<file path="config.mk">
export PLATFORM = sky130hd
export DESIGN_NAME = io_port_register_block
export DESIGN_NICKNAME = d
export VERILOG_FILES = /design/src/rtl/iop_pkg.sv /design/src/rtl/iop_decode.sv /design/src/rtl/io_port_register_block.sv
export SDC_FILE = /design/constraint.sdc
export NUM_CORES = 1
export LEC_CHECK = 0
export ABC_AREA = 1
export BUFFER_PORTS_ARGS = -buffer_cell sky130_fd_sc_hd__buf_2
export CORE_UTILIZATION = 45
export CTS_CLUSTER_SIZE = 28
export DETAILED_ROUTE_END_ITERATION = 12
export GPL_ROUTABILITY_DRIVEN = 1
export PLACE_DENSITY = 0.68
export SLEW_MARGIN = 20
export SYNTH_ARGS = -nofsm -noshare
export SYNTH_HDL_FRONTEND = slang
export SYNTH_SLANG_ARGS = --single-unit
</file>
<file path="constraint.sdc">
create_clock -name clk -period 5.15 [get_ports clk]
set_input_delay 1.03 -clock clk [delete_from_list [all_inputs] [get_ports clk]]
set_output_delay 1.03 -clock clk [all_outputs]
set_load 0.1 [all_outputs]
</file>
<file path="src/rtl/iop_pkg.sv">
// types, constants and offset tables of the i/o port register block
// no dependencies
`default_nettype none

package iop_pkg;

    localparam int PORT_COUNT   = 9;
    localparam int WINDOW_BYTES = 16;
    localparam int OFF_W        = $clog2(WINDOW_BYTES);
    localparam int IDX_W        = $clog2(PORT_COUNT);
    localparam int PORT_W       = 4;
    localparam int ADDR_W       = 24;

    localparam logic [7:0] NIBBLE_MASK = 8'h0F;
    localparam logic [7:0] ALL_ONES    = 8'hFF;

    localparam logic [PORT_W-1:0] PORT_NONE          = 4'd0;
    localparam logic [PORT_W-1:0] PORT_1             = 4'd1;
    localparam logic [PORT_W-1:0] PORT_2             = 4'd2;
    localparam logic [PORT_W-1:0] PORT_3             = 4'd3;
    localparam logic [PORT_W-1:0] PORT_INPUT_ONLY_A  = 4'd7;  // variant 0
    localparam logic [PORT_W-1:0] PORT_INPUT_ONLY_B  = 4'd8;  // variant 1
    localparam logic [PORT_W-1:0] PORT_9             = 4'd9;

    localparam logic [2:0] MODE_SINGLE_CHIP = 3'd7;
    localparam logic [2:0] MODE_BUS16_A     = 3'd2;
    localparam logic [2:0] MODE_BUS16_B     = 3'd4;

    typedef enum logic [1:0] {
        CMD_READ  = 2'd0,
        CMD_WRITE = 2'd1,
        CMD_PIN   = 2'd2,
        CMD_NOP   = 2'd3
    } cmd_t;

    typedef enum logic [2:0] {
        CFG_CHIP_VARIANT   = 3'd0,
        CFG_OPERATING_MODE = 3'd1,
        CFG_P2_ADDR_BUS    = 3'd2,
        CFG_BLOCK_BASE     = 3'd3,
        CFG_PORT9_ADDR     = 3'd4
    } cfg_index_t;

    typedef struct packed {
        logic              chip_variant;
        logic [2:0]        operating_mode;
        logic              p2_addr_bus;
        logic [ADDR_W-1:0] block_base_address;
        logic [ADDR_W-1:0] port9_address;
    } cfg_t;

    // port file access for one beat
    typedef struct packed {
        logic             dir_we;
        logic             lat_we;
        logic             pin_we;
        logic [IDX_W-1:0] port_idx;
        logic [IDX_W-1:0] pin_idx;
        logic [7:0]       wdata;
    } port_wr_t;

    typedef struct packed {
        logic [7:0]        read_byte;
        logic [PORT_W-1:0] changed_port;
        logic [7:0]        changed_latch;
        logic [7:0]        changed_direction;
    } result_t;

    // data register offsets, same for both variants
    function automatic logic [PORT_W-1:0] dr_port(input logic [OFF_W-1:0] off);
        logic [PORT_W-1:0] p;
        unique case (off)
            4'd2:    p = 4'd1;
            4'd3:    p = 4'd2;
            4'd6:    p = 4'd3;
            4'd7:    p = 4'd4;
            4'd10:   p = 4'd5;
            4'd11:   p = 4'd6;
            4'd14:   p = 4'd7;
            4'd15:   p = 4'd8;
            default: p = PORT_NONE;
        endcase
        return p;
    endfunction

    // direction register offsets, variant 0
    function automatic logic [PORT_W-1:0] ddr_port_a(input logic [OFF_W-1:0] off);
        logic [PORT_W-1:0] p;
        unique case (off)
            4'd0:    p = 4'd1;
            4'd1:    p = 4'd2;
            4'd4:    p = 4'd3;
            4'd5:    p = 4'd4;
            4'd8:    p = 4'd5;
            4'd9:    p = 4'd6;
            4'd13:   p = 4'd8;
            default: p = PORT_NONE;
        endcase
        return p;
    endfunction

    // direction register offsets, variant 1
    function automatic logic [PORT_W-1:0] ddr_port_b(input logic [OFF_W-1:0] off);
        logic [PORT_W-1:0] p;
        unique case (off)
            4'd0:    p = 4'd1;
            4'd1:    p = 4'd2;
            4'd5:    p = 4'd4;
            4'd8:    p = 4'd5;
            4'd9:    p = 4'd6;
            4'd12:   p = 4'd7;
            default: p = PORT_NONE;
        endcase
        return p;
    endfunction

endpackage

`default_nettype wire

</file>
<file path="src/rtl/iop_decode.sv">
// address decode, read data mix and change report for one beat
// depends on iop_pkg
`default_nettype none

module iop_decode (
    input  iop_pkg::cfg_t                   cfg,
    input  iop_pkg::cmd_t                   cmd,
    input  logic [iop_pkg::ADDR_W-1:0]      bus_address,
    input  logic [7:0]                      write_byte,
    input  logic [iop_pkg::PORT_W-1:0]      pin_port,
    input  logic [7:0]                      port_dir,
    input  logic [7:0]                      port_lat,
    input  logic [7:0]                      port_pin,
    output iop_pkg::port_wr_t               wr,
    output iop_pkg::result_t                result
);
    import iop_pkg::*;

    logic [ADDR_W:0]   diff;
    logic [ADDR_W:0]   p9_dr_addr;
    logic              in_window;
    logic [OFF_W-1:0]  off;
    logic              p9_en;
    logic              hit_ddr9;
    logic              hit_dr9;
    logic [PORT_W-1:0] ddr_p;
    logic [PORT_W-1:0] dr_p;
    logic [PORT_W-1:0] input_only;
    logic [PORT_W-1:0] sel_port;
    logic              sel_ddr;
    logic [PORT_W-1:0] sel_m1;
    logic [PORT_W-1:0] pin_m1;
    logic [7:0]        mixed;

    // data register read with bus-mode and input-only overrides
    function automatic logic [7:0] read_data(
        input logic [PORT_W-1:0] port,
        input cfg_t              c,
        input logic [7:0]        dr,
        input logic [7:0]        dd,
        input logic [7:0]        pn
    );
        logic [7:0] v;
        logic [7:0] mix;
        logic       expanded;
        logic       bus16;
        expanded = c.operating_mode != MODE_SINGLE_CHIP;
        bus16    = (c.operating_mode == MODE_BUS16_A) || (c.operating_mode == MODE_BUS16_B);
        mix      = (dr & dd) | (pn & ~dd);
        if (c.chip_variant) begin
            priority if (((port == PORT_1) || (port == PORT_2)) && expanded)
                v = dr;
            else if ((port == PORT_3) && expanded)
                v = ALL_ONES;
            else if (port == PORT_INPUT_ONLY_B)
                v = pn;
            else
                v = mix;
        end else begin
            priority if ((port == PORT_1) && bus16)
                v = ALL_ONES;
            else if ((port == PORT_2) && c.p2_addr_bus)
                v = dr;
            else if (port == PORT_INPUT_ONLY_A)
                v = pn & NIBBLE_MASK;
            else
                v = mix;
        end
        return v;
    endfunction

    always_comb
    begin
        // window test without wrap: a borrow means the address is below the base
        diff       = {1'b0, bus_address} - {1'b0, cfg.block_base_address};
        in_window  = !diff[ADDR_W] && (diff[ADDR_W-1:OFF_W] == '0);
        off        = diff[OFF_W-1:0];
        p9_en      = |cfg.port9_address;
        p9_dr_addr = {1'b0, cfg.port9_address} + {{ADDR_W{1'b0}}, 1'b1};
        hit_ddr9   = p9_en && (bus_address == cfg.port9_address);
        hit_dr9    = p9_en && ({1'b0, bus_address} == p9_dr_addr);
        ddr_p      = cfg.chip_variant ? ddr_port_b(off) : ddr_port_a(off);
        dr_p       = dr_port(off);
        input_only = cfg.chip_variant ? PORT_INPUT_ONLY_B : PORT_INPUT_ONLY_A;

        sel_port = PORT_NONE;
        sel_ddr  = 1'b0;
        priority if (hit_ddr9)
        begin
            sel_port = PORT_9;
            sel_ddr  = 1'b1;
        end
        else if (hit_dr9)
        begin
            sel_port = PORT_9;
        end
        else if (in_window)
        begin
            if (ddr_p != PORT_NONE)
            begin
                sel_port = ddr_p;
                sel_ddr  = 1'b1;
            end
            else
            begin
                sel_port = dr_p;
            end
        end
        else
        begin
            sel_port = PORT_NONE;
            sel_ddr  = 1'b0;
        end

        sel_m1 = (sel_port != PORT_NONE) ? (sel_port - PORT_1) : '0;
        pin_m1 = pin_port - PORT_1;

        wr.port_idx = sel_m1[IDX_W-1:0];
        wr.wdata    = write_byte;
        wr.dir_we   = (cmd == CMD_WRITE) && (sel_port != PORT_NONE) && sel_ddr;
        wr.lat_we   = (cmd == CMD_WRITE) && (sel_port != PORT_NONE) && !sel_ddr
                      && (sel_port != input_only);
        wr.pin_we   = (cmd == CMD_PIN) && (pin_port >= PORT_1) && (pin_port <= PORT_9);
        wr.pin_idx  = wr.pin_we ? pin_m1[IDX_W-1:0] : '0;

        mixed = read_data(sel_port, cfg, port_lat, port_dir, port_pin);

        result = '0;
        unique case (cmd)
            CMD_READ:
            begin
                if ((sel_port != PORT_NONE) && !sel_ddr)
                    result.read_byte = mixed;
                else
                    result.read_byte = ALL_ONES;
            end
            CMD_WRITE:
            begin
                if (wr.dir_we || wr.lat_we)
                begin
                    result.changed_port      = sel_port;
                    result.changed_latch     = wr.lat_we ? write_byte : port_lat;
                    result.changed_direction = wr.dir_we ? write_byte : port_dir;
                end
            end
            CMD_PIN, CMD_NOP:
            begin
                result = '0;
            end
        endcase
    end

endmodule

`default_nettype wire

</file>
<file path="src/rtl/io_port_register_block.sv">
// top level of the i/o port register block: config, beat stages, port file
// depends on iop_pkg and iop_decode
`default_nettype none

// Parallel i/o port register block, nine 8-bit ports.
// slave channel s_*: one bus read, bus write or pin update per beat.
//   the kind travels in s_tuser, the address and data in s_tdata.
// master channel m_*: exactly one result beat for every slave beat, in order.
// config port: cfg_wr_en, cfg_index, cfg_wr_data; a register is written on any edge
//   with cfg_wr_en high; the user writes only while the block is empty, it is not enforced.
// path: a beat is captured in the input stage, then decoded and committed to
//   the port file and the result register together once that register is free
//   or taken; the result register drives the master side until the beat is taken.
// throughput: one beat per cycle while m_tready stays high, set by the single
//   decode pass between the input stage and the result register; the port file
//   is written in the same pass, so the next beat already sees the update.
// stall: when m_tready is low the result register holds, the input stage
//   fills and then s_tready drops; nothing is lost or repeated.
// reset: all ports clear to zero direction, latch and pins; the registers
//   return to variant 0, mode 7, port 2 not an address bus, window and
//   port 9 at address 0 (port 9 absent). both stages come up empty.
module io_port_register_block (
    input  logic        clk,
    input  logic        rst_n,
    // config write port
    input  logic        cfg_wr_en,
    input  logic [2:0]  cfg_index,
    input  logic [23:0] cfg_wr_data,
    // slave channel
    input  logic        s_tvalid,
    output logic        s_tready,
    input  logic [39:0] s_tdata,   // bus_address[23:0], write_byte[31:24], pin_port[35:32]
    input  logic [1:0]  s_tuser,   // cmd[1:0]
    // master channel
    output logic        m_tvalid,
    input  logic        m_tready,
    output logic [31:0] m_tdata    // read_byte[7:0], changed_port[11:8],
                                   // changed_latch[19:12], changed_direction[27:20]
);
    import iop_pkg::*;

    // configuration registers
    cfg_t cfg_reg;

    // input stage
    logic              in_valid_reg;
    cmd_t              in_cmd_reg;
    logic [ADDR_W-1:0] in_addr_reg;
    logic [7:0]        in_byte_reg;
    logic [PORT_W-1:0] in_pin_port_reg;

    // result stage
    logic    out_valid_reg;
    result_t out_reg;

    // port file
    logic [7:0] dir_reg [PORT_COUNT];
    logic [7:0] lat_reg [PORT_COUNT];
    logic [7:0] pin_reg [PORT_COUNT];

    logic       advance;
    logic       commit;
    port_wr_t   wr;
    result_t    result;
    logic [7:0] port_dir;
    logic [7:0] port_lat;
    logic [7:0] port_pin;

    // the input stage moves on whenever the result register is free or taken
    assign advance  = !out_valid_reg || m_tready;
    assign commit   = in_valid_reg && advance;
    assign s_tready = !in_valid_reg || advance;

    assign port_dir = dir_reg[wr.port_idx];
    assign port_lat = lat_reg[wr.port_idx];
    assign port_pin = pin_reg[wr.port_idx];

    iop_decode u_decode (
        .cfg         (cfg_reg),
        .cmd         (in_cmd_reg),
        .bus_address (in_addr_reg),
        .write_byte  (in_byte_reg),
        .pin_port    (in_pin_port_reg),
        .port_dir    (port_dir),
        .port_lat    (port_lat),
        .port_pin    (port_pin),
        .wr          (wr),
        .result      (result)
    );

    // config writes; indexes past the list are dropped
    always_ff @(posedge clk or negedge rst_n)
    begin
        if (!rst_n)
        begin
            cfg_reg.chip_variant       <= 1'b0;
            cfg_reg.operating_mode     <= MODE_SINGLE_CHIP;
            cfg_reg.p2_addr_bus        <= 1'b0;
            cfg_reg.block_base_address <= '0;
            cfg_reg.port9_address      <= '0;
        end
        else if (cfg_wr_en)
        begin
            unique case (cfg_index)
                CFG_CHIP_VARIANT:   cfg_reg.chip_variant       <= cfg_wr_data[0];
                CFG_OPERATING_MODE: cfg_reg.operating_mode     <= cfg_wr_data[2:0];
                CFG_P2_ADDR_BUS:    cfg_reg.p2_addr_bus        <= cfg_wr_data[0];
                CFG_BLOCK_BASE:     cfg_reg.block_base_address <= cfg_wr_data;
                CFG_PORT9_ADDR:     cfg_reg.port9_address      <= cfg_wr_data;
                default:            ;
            endcase
        end
    end

    // input stage control
    always_ff @(posedge clk or negedge rst_n)
    begin
        if (!rst_n)
            in_valid_reg <= 1'b0;
        else if (s_tready)
            in_valid_reg <= s_tvalid;
    end

    // input stage payload, cleared so the decode sees a no-op after reset
    always_ff @(posedge clk or negedge rst_n)
    begin
        if (!rst_n)
        begin
            in_cmd_reg      <= CMD_NOP;
            in_addr_reg     <= '0;
            in_byte_reg     <= '0;
            in_pin_port_reg <= '0;
        end
        else if (s_tvalid && s_tready)
        begin
            in_cmd_reg      <= cmd_t'(s_tuser);
            in_addr_reg     <= s_tdata[23:0];
            in_byte_reg     <= s_tdata[31:24];
            in_pin_port_reg <= s_tdata[35:32];
        end
    end

    // result stage control
    always_ff @(posedge clk or negedge rst_n)
    begin
        if (!rst_n)
            out_valid_reg <= 1'b0;
        else if (advance)
            out_valid_reg <= in_valid_reg;
    end

    // result stage payload
    always_ff @(posedge clk)
    begin
        if (commit)
            out_reg <= result;
    end

    // port file, updated as each beat commits
    always_ff @(posedge clk or negedge rst_n)
    begin
        if (!rst_n)
        begin
            for (int i = 0; i < PORT_COUNT; i++)
            begin
                dir_reg[i] <= '0;
                lat_reg[i] <= '0;
                pin_reg[i] <= '0;
            end
        end
        else if (commit)
        begin
            if (wr.dir_we)
                dir_reg[wr.port_idx] <= wr.wdata;
            if (wr.lat_we)
                lat_reg[wr.port_idx] <= wr.wdata;
            if (wr.pin_we)
                pin_reg[wr.pin_idx] <= wr.wdata;
        end
    end

    assign m_tvalid = out_valid_reg;
    assign m_tdata  = {4'b0000, out_reg.changed_direction, out_reg.changed_latch,
                       out_reg.changed_port, out_reg.read_byte};

endmodule

`default_nettype wire

</file>
==> metrics.cfg, run 1 <==
[status]
status = completed

[cts]
ctsLongestPathBuffers = 3
cts_hold_buffers = 0
clk_pin_slew_ns = 0.06
cts_tree = done
cts_buffers = 39
cts_root_buffer = clkbuf_16
clock_latency_ns = 0.56
clock-sinks = 337
h-tree-depth = 2

[grt]
gr-usage-all-layers = 0.257
grt_max_degree = 120
grt_pass1_wl_um = 84900
antenna_found_initial = 2
overflow = 0
grt_pass1_vias = 15900

[timing]
post-route-worst-setup-slack_ns = 0.466
finalSetupTns_ns = 0
fin_crit_sh = 0.910
rsz0062_at_grt = false
min_period_ns = 4.68
finClkSkew_ns = 0.0255
relSlewSlack = 0.323
finalSetupViolations = 0
tightest_slew_ns = 1.01
fmax_ghz = 0.213
hold_viol = 0
finalMaxSlewViolations = 0

[setup_path]
required_ns = 5.46
reg2reg_depth = 29
cp-start-kind = register
r2r_end = m_tdata[4]
reg2reg_slack_ns = 0.47
path_max_fanout = 14
end_kind = register
crit_slowest_cell = fa_1
crit_type = reg2reg
timing.rr.start = in_addr_reg[0]
arrival_ns = 5.00
critPathMaxStageDelay_ns = 0.40

[yosys]
synth_commonest_cells = 693 x nand2_1, 312 x inv_1, 304 x dfrtp_1, 228 x o21ai_0, 211 x nor2_1
synthSimpleGateAreaFrac = 0.267
synth.area.mux_share = 0.0182
post-synth-top-count-cell = nand2_1
synth.largest_area_cell = dfrtp_1
synth_seq_cells = 337
synth_top_area_frac = 0.408
synth-main-ff-cell = dfrtp_1
synth.avg_cell_area_um2 = 7.49
synth_area_leaders = dfrtp_1 41%, nand2_1 14%, inv_1 6.3%
async_flop_share = 0.917
syn_inst = 2490
yosys_warnings = 0
synth-adder-area-share = 0.0198
synth_xor_xnor_area_share = 0.0169
synth_edf_count = 28
synth_top_family_by_area = simple AND/OR/NAND/NOR gates
synth_compound_area_frac = 0.122
synth.distinct_cells = 57
ys_seq_area_frac = 0.460
syn_area_mm2 = 0.0187

[cells_and_area]
fin_area_mm2 = 0.0211
drive_above_1_share = 0.113
final_nets = 2674
multiInputGateArea_mm2 = 0.00832
stdcell_count = 3131
antennaDiodeCount = 0
seqCellArea_mm2 = 0.00858
syn_to_final_growth_pct = 13.0
n_fill_cell = 3918

[pwr]
power_density_mw_per_mm2 = 380
ir_drop_mv = 0.339
power_leakage_nw = 11.2

[placement]
gp_congestion = 0.928
placedCellCount = 3061
pre_cts_ws_ns = 0.443
hpwl_um = 36800
portBuffers = 99
place_area_mm2 = 0.0198

[floorplanning]
num_io_pins = 108
die_area_mm2 = 0.0423
core-area_mm2 = 0.0408
initial_core_util = 0.457
die_h_um = 206
rows = 74
fp.dieW_um = 206

[drt]
route.vias.total = 16600
initialDrtViolationCount = 1130
finalWirelength_um = 52400
detail-route-antenna-nets = 0
drtPass1Iterations = 5
vias_per_cell = 5.30
wire_per_inst_um = 16.7
drc = 0

[hold_path]
hold_class = in2async

[flow_run]
drv_cap = 0

## metal layers
metal / global-route usage / wire (um) / part of all wire
met1: 0.353 / 23700 / 0.45
met2: 0.408 / 23500 / 0.45
met3: 0.0434 / 3500 / 0.067
met4: 0.0915 / 1600 / 0.031
met5: 0 / 13 / 0.00025
## kinds of logic after synthesis
family          count (synthesis)
compound gates                424
other cells                     1
xor+xnor                       36
fa+ha+maj                      29
simple gates                 1184
flops                         337
buf+inv                       448
mux                            31
## cells in the final DEF, fill, tap and decap left out, drive strengths merged, types with 6 or more instances in the layout
cell and count:
nand2 704, inv 332, dfrtp 304, o21ai 251
nor2 226, nand3 191, buf 146, a21oi 105
clkbuf 50, o22ai 29, ha 28, edfxtp 28
nand4 24, xnor2 23, mux2 23, clkinv 22
nor3 19, o211ai 16, xor2 13, mux2i 8
nand3b 8, o21bai 6
## area by class of cell
cell class	instances	area share
clock buffers	49	0.0500
multi-input cells	1708	0.395
clock inverters	20	0.00837
flip-flops and latches	337	0.407
inverters	338	0.0603
repair buffers	147	0.0478
well taps	532	0.0316
## worst max-delay path: cells and delay by family (launching register included)
kind / cells / cell delay [ns]
buffers and inverters: 4 / 0.50
adder cells (fa/ha/maj): 2 / 0.61
XOR/XNOR: 1 / 0.14
AND/OR/NAND/NOR: 22 / 2.81
flip-flops: 1 / 0.35
## power breakdown
part           internal [W]  leakage (nW)  total [W]  switching [W]
clock network       0.00156         0.606    0.00268        0.00112
registers           0.00300          4.33    0.00324       0.000236
logic              0.000670          6.23    0.00209        0.00142
total               0.00523          11.2    0.00801        0.00278
## per-stage QoR
step           hold WS, ns   util  power (W)
2_1_floorplan        0.437      -    0.00478
3_3_place_gp         0.450  0.485    0.00531
3_5_place_dp         0.459  0.485    0.00536
4_1_cts              0.472  0.515    0.00806
5_1_grt              0.496  0.516    0.00848
6_report             0.469  0.516    0.00801
## how the worst max path moves through the flow
stage / slack [ns] / depth (start not counted) / startpoint / endpoint
detailed placement: 0.44 / 28 / in_addr_reg[0] / m_tdata[7]
global route: 0.02 / 33 / in_addr_reg[0] / m_tdata[2]
floorplan: 1.45 / 32 / in_addr_reg[0] / m_tdata[1]
CTS: 0.43 / 28 / in_addr_reg[0] / m_tdata[7]
finish: 0.47 / 29 / in_addr_reg[0] / m_tdata[4]
global placement: 0.47 / 28 / in_addr_reg[0] / m_tdata[7]
## repair_timing
item	4_1_cts	5_1_grt
gates resized for setup	0	2
endpoints found under the setup margin	0	4
setup buffers	0	0
(Power assumes the default switching activity.)
==> run 2: changes to the inputs <==
- CELL_PAD_IN_SITES_DETAIL_PLACEMENT: unset -> 0
- CELL_PAD_IN_SITES_GLOBAL_PLACEMENT: unset -> 1
- PLACE_DENSITY: 0.68 -> 0.85
==> run 2 against run 1 <==
Effect of this change:
- core utilization down 0.21 points
- clock power up 3%
- flip-flop and latch count unchanged
- combinational power about the same
- global-route usage up 0.40 points
- die area unchanged
- register-to-register slack worse by 0.03 ns
- worst setup slack worse by 0.031 ns
- clock skew down 0.0051 ns
- maximum frequency down 0.65%
- clock-buffer cell count up 10
- cell count down 0.22%
- highest routed layer is now met4
==> metrics.cfg, run 2 (synthesis results as in run 1) <==
[cells_and_area]
final_cell_mix = 692 x nand2_1, 312 x inv_1, 304 x dfrtp_1, 228 x o21ai_0, 210 x nor2_1
final_nets = 2668
seqCellArea_mm2 = 0.00858
layout_commonest_cell = nand2_1
multiInputGateArea_mm2 = 0.00833
antennaDiodeCount = 0
syn_to_final_growth_pct = 12.5
n_fill_cell = 4032
drive_above_1_share = 0.111

[pwr]
power_leakage_nw = 11.1
ir_drop_mv = 0.250
power_density_mw_per_mm2 = 387
p_total_w = 0.00812

[setup_path]
crit_slowest_cell = fa_1
path_max_fanout = 10
end_kind = register
critPathMaxStageDelay_ns = 0.41
arrival_ns = 5.03
cp_common_cell = nand2_1
required_ns = 5.46
crit_type = reg2reg
cp-start-kind = register

[timing]
finClkSkew_ns = 0.0205
min_period_ns = 4.71
tightest_slew_ns = 0.989
relSlewSlack = 0.336
hold_viol = 0
finalSetupTns_ns = 0
fin_crit_sh = 0.915
finalMaxSlewViolations = 0
finalSetupViolations = 0
rsz0062_at_grt = false
fmax_ghz = 0.212

[floorplanning]
rows = 74
num_io_pins = 108
die_area_mm2 = 0.0423
initial_core_util = 0.457
die_h_um = 206
fp.dieW_um = 206
core-area_mm2 = 0.0408

[grt]
grt_max_degree = 113
overflow = 0
antenna_found_initial = 0
gr-usage-all-layers = 0.261
grt_pass1_vias = 15700
grt_pass1_wl_um = 85300

[cts]
cts_root_buffer = clkbuf_16
clk_pin_slew_ns = 0.06
clock-sinks = 337
cts_tree = done
h-tree-depth = 2
ctsLongestPathBuffers = 3
clock_latency_ns = 0.57
cts_buffers = 39

[drt]
drc = 0
vias_per_cell = 5.26
wire_per_inst_um = 17.2
initialDrtViolationCount = 1311
finalWirelength_um = 53700
drtPass1Iterations = 5
route.vias.total = 16400
detail-route-antenna-nets = 0

[hold_path]
hold_class = reg2reg

[flow_run]
drv_cap = 0

[status]
status = completed

[placement]
portBuffers = 99
gp_congestion = 0.944
hpwl_um = 37700

==> run 2: cell count changes in the layout (fill, tap and decap cells not counted), moves of 2 or more <==
cell,change
buf_4,-2
nor2_2,+2
clkbuf_8,+4
nor2_4,-2
clkbuf_1,+5
clkinv_1,-4
buf_12,-4
clkinv_2,-4
clkinvlp_4,-2
==> run 2: cell type report <==
class | count | share of cell area
Clock buffer | 59 | 0.0549
Tap cell | 532 | 0.0317
Multi-Input combinational cell | 1709 | 0.397
Timing Repair Buffer | 140 | 0.0423
Inverter | 338 | 0.0607
Clock inverter | 9 | 0.00507
Sequential cell | 337 | 0.409
==> run 2: path summary, 6_finish.rpt <==
path                           startpoint     endpoint  slack, ns  depth (start not counted)
max reg2reg                in_addr_reg[0]   m_tdata[5]       0.44                         32
max in group asynchronous           rst_n  lat_reg[20]       3.53                          2
min                           lat_reg[13]  lat_reg[13]       0.47                          2
min in group asynchronous           rst_n  pin_reg[23]       0.56                          1
max                        in_addr_reg[0]   m_tdata[5]       0.44                         32
min reg2reg                   lat_reg[13]  lat_reg[13]       0.47                          2
==> run 2: through the flow <==
step / utilization / cell area (um^2) / hold slack [ns] / cells / setup slack (ns)
global route: 0.514 / 21000 / 0.494 / 3124 / 0.0153
floorplan: - / 18700 / 0.437 / 2493 / 1.45
CTS: 0.513 / 21000 / 0.473 / 3121 / 0.357
global placement: 0.483 / 19700 / 0.451 / 3053 / 0.390
detailed placement: 0.483 / 19700 / 0.458 / 3053 / 0.370
finish: 0.514 / 21000 / 0.473 / 3124 / 0.435
==> run 2: timing repair <==
item,CTS,global route
buffers inserted,0,2
resized for setup,0,3
hold buffers,0,0
endpoints found under the setup margin,0,8
==> run 2: worst max-delay path: cells and delay by family, from the launching register on <==
| family | cells | cell delay, ns |
|---|---|---|
| adder cells (fa/ha/maj) | 2 | 0.62 |
| AND/OR/NAND/NOR | 23 | 2.60 |
| buffers and inverters | 6 | 0.81 |
| AO/OA/AOI/OAI | 1 | 0.08 |
| flip-flops | 1 | 0.36 |
==> run 2: power breakdown <==
part / leakage [nW] / switching (W) / total, W / internal [W]
combinational: 6.16 / 0.00144 / 0.00211 / 0.000668
sequential: 4.33 / 0.000243 / 0.00324 / 0.00300
clock: 0.621 / 0.00112 / 0.00277 / 0.00165
==> run 2: routing by layer <==
| metal | routed length (um) | vias to the layer above | track usage | part of all wire |
|---|---|---|---|---|
| li1 | - | 8104 | - | - |
| met1 | 24200 | 7770 | 0.357 | 0.45 |
| met2 | 24700 | 460 | 0.420 | 0.46 |
| met3 | 2970 | 95 | 0.0390 | 0.055 |
| met4 | 1780 | 0 | 0.0937 | 0.033 |
| met5 | 0 | - | 0 | 0 |
==> run 3: changes to the inputs <==
- CORE_UTILIZATION: 45 -> 46
- MAX_ROUTING_LAYER: unset -> met4
- PLACE_DENSITY: 0.85 -> 0.87
==> run 3 against run 2 <==
Effect of this change:
- maximum frequency decreased by 2.6%
- power about the same
- combinational power about the same
- clock power hardly changed
- routed wire length is 0.55% lower
- die area down 2.2%
- core utilization increased by 1.2 points
==> metrics.cfg, run 3 (synthesis results as in run 1) <==
[setup_path]
reg2reg_slack_ns = 0.31
arrival_ns = 5.15
end_kind = register
path_max_fanout = 26
required_ns = 5.46
timing.rr.start = in_addr_reg[0]
crit_start = in_addr_reg[0]
crit_type = reg2reg
critPathMaxStageDelay_ns = 0.40
cp-start-kind = register
crit_slowest_cell = fa_1

[pwr]
power_leakage_nw = 11.1
cellInternalPower_w = 0.00530
p_clk_frac = 0.341
power_density_mw_per_mm2 = 387
ir_drop_mv = 0.259
swShare = 0.348
switching_power_w = 0.00283
power.sequential.fraction = 0.399
combPwrFrac = 0.260

[grt]
overflow = 0
antenna_found_initial = 1
grt_max_degree = 119
grt_pass1_vias = 15600
grt_pass1_wl_um = 85500
gr-usage-all-layers = 0.274

[cts]
cts_buffers = 39
cts_root_buffer = clkbuf_16
clk_pin_slew_ns = 0.06
clock-sinks = 337
clock_latency_ns = 0.56
ctsLongestPathBuffers = 3
h-tree-depth = 2
cts_tree = done
cts_hold_buffers = 0

[drt]
initialDrtViolationCount = 1225
detail-route-antenna-nets = 0
drc = 0
route.vias.total = 16400
drtPass1Iterations = 5
vias_per_cell = 5.26
wire_per_inst_um = 17.1
finalWirelength_um = 53400

[flow_run]
drv_cap = 0

[timing]
min_period_ns = 4.84
hold_viol = 0
fin_crit_sh = 0.940
relSlewSlack = 0.320
finalSetupTns_ns = 0
rsz0062_at_grt = false
tightest_slew_ns = 1.01
finalSetupViolations = 0
finClkSkew_ns = 0.0156
finalMaxSlewViolations = 0
fmax_ghz = 0.206
hold_ws_ns = 0.470

[floorplanning]
num_io_pins = 108
rows = 73
initial_core_util = 0.468
die_area_mm2 = 0.0414
die_h_um = 203
core-area_mm2 = 0.0399
fp.dieW_um = 203

[placement]
gp_congestion = 0.913
hpwl_um = 38000
place_area_mm2 = 0.0197
portBuffers = 99

[cells_and_area]
final_nets = 2666
multiInputGateArea_mm2 = 0.00833
seqCellArea_mm2 = 0.00858
fin_area_mm2 = 0.0210
antennaDiodeCount = 0
n_fill_cell = 3811
layout_commonest_cell = nand2_1
syn_to_final_growth_pct = 12.6
final_cell_mix = 692 x nand2_1, 312 x inv_1, 304 x dfrtp_1, 228 x o21ai_0, 209 x nor2_1
drive_above_1_share = 0.112

[status]
status = completed

[hold_path]
hold_class = reg2reg
hold_start = lat_reg[69]

run 3: final timing paths:
path	end	depth (start not counted)
worst max-delay path	m_tdata[4]	29
worst min-delay path	lat_reg[69]	2
worst max register to register	m_tdata[4]	29
worst min register to register	lat_reg[69]	2
max in group asynchronous	dir_reg[31]	2
min in group asynchronous	pin_reg[20]	1
run 3: area by class of cell:
cell class,instances,share of cell area
Sequential cell,337,0.408
Clock buffer,59,0.0578
Clock inverter,12,0.00345
Inverter,338,0.0606
Multi-Input combinational cell,1708,0.396
Tap cell,525,0.0313
Timing Repair Buffer,139,0.0421
run 3: per-stage QoR:
step / std cells / total power [W] / worst slack [ns] / utilization
after floorplan: 2493 / 0.00478 / 1.45 / -
after detailed placement: 3047 / 0.00539 / 0.311 / 0.494
final: 3118 / 0.00813 / 0.307 / 0.526
after CTS: 3118 / 0.00818 / 0.274 / 0.526
after global routing: 3118 / 0.00859 / 0.00533 / 0.526
after global placement: 3047 / 0.00535 / 0.364 / 0.494
run 3: timing repair:
| item | 4_1_cts | 5_1_grt |
|---|---|---|
| setup endpoints to repair | 0 | 8 |
| setup buffers | 0 | 0 |
| gates resized for setup | 0 | 6 |
run 3: worst max-delay path: cells and delay by family, from the launching register on:
| kind | cells | cell delay [ns] |
|---|---|---|
| buffers and inverters | 4 | 0.55 |
| XOR/XNOR | 1 | 0.15 |
| AND/OR/NAND/NOR | 22 | 2.92 |
| adder cells (fa/ha/maj) | 2 | 0.61 |
| flip-flops | 1 | 0.36 |
run 3: layer usage:
metal	part of all wire	vias to the layer above	global-route usage
li1	-	8116	-
met1	0.44	7729	0.360
met2	0.46	472	0.428
met4	0.035	0	0.0988
met5	0	-	-
met3	0.061	99	0.0449
run 3: power by group through the flow:
stage / Combinational [W] / Sequential [W] / Clock (W)
final: 0.00211 / 0.00324 / 0.00277
after global routing: 0.00238 / 0.00328 / 0.00293
after CTS: 0.00211 / 0.00324 / 0.00283
after detailed placement: 0.00210 / 0.00329 / 0
after global placement: 0.00207 / 0.00327 / 0
after floorplan: 0.00137 / 0.00340 / 0
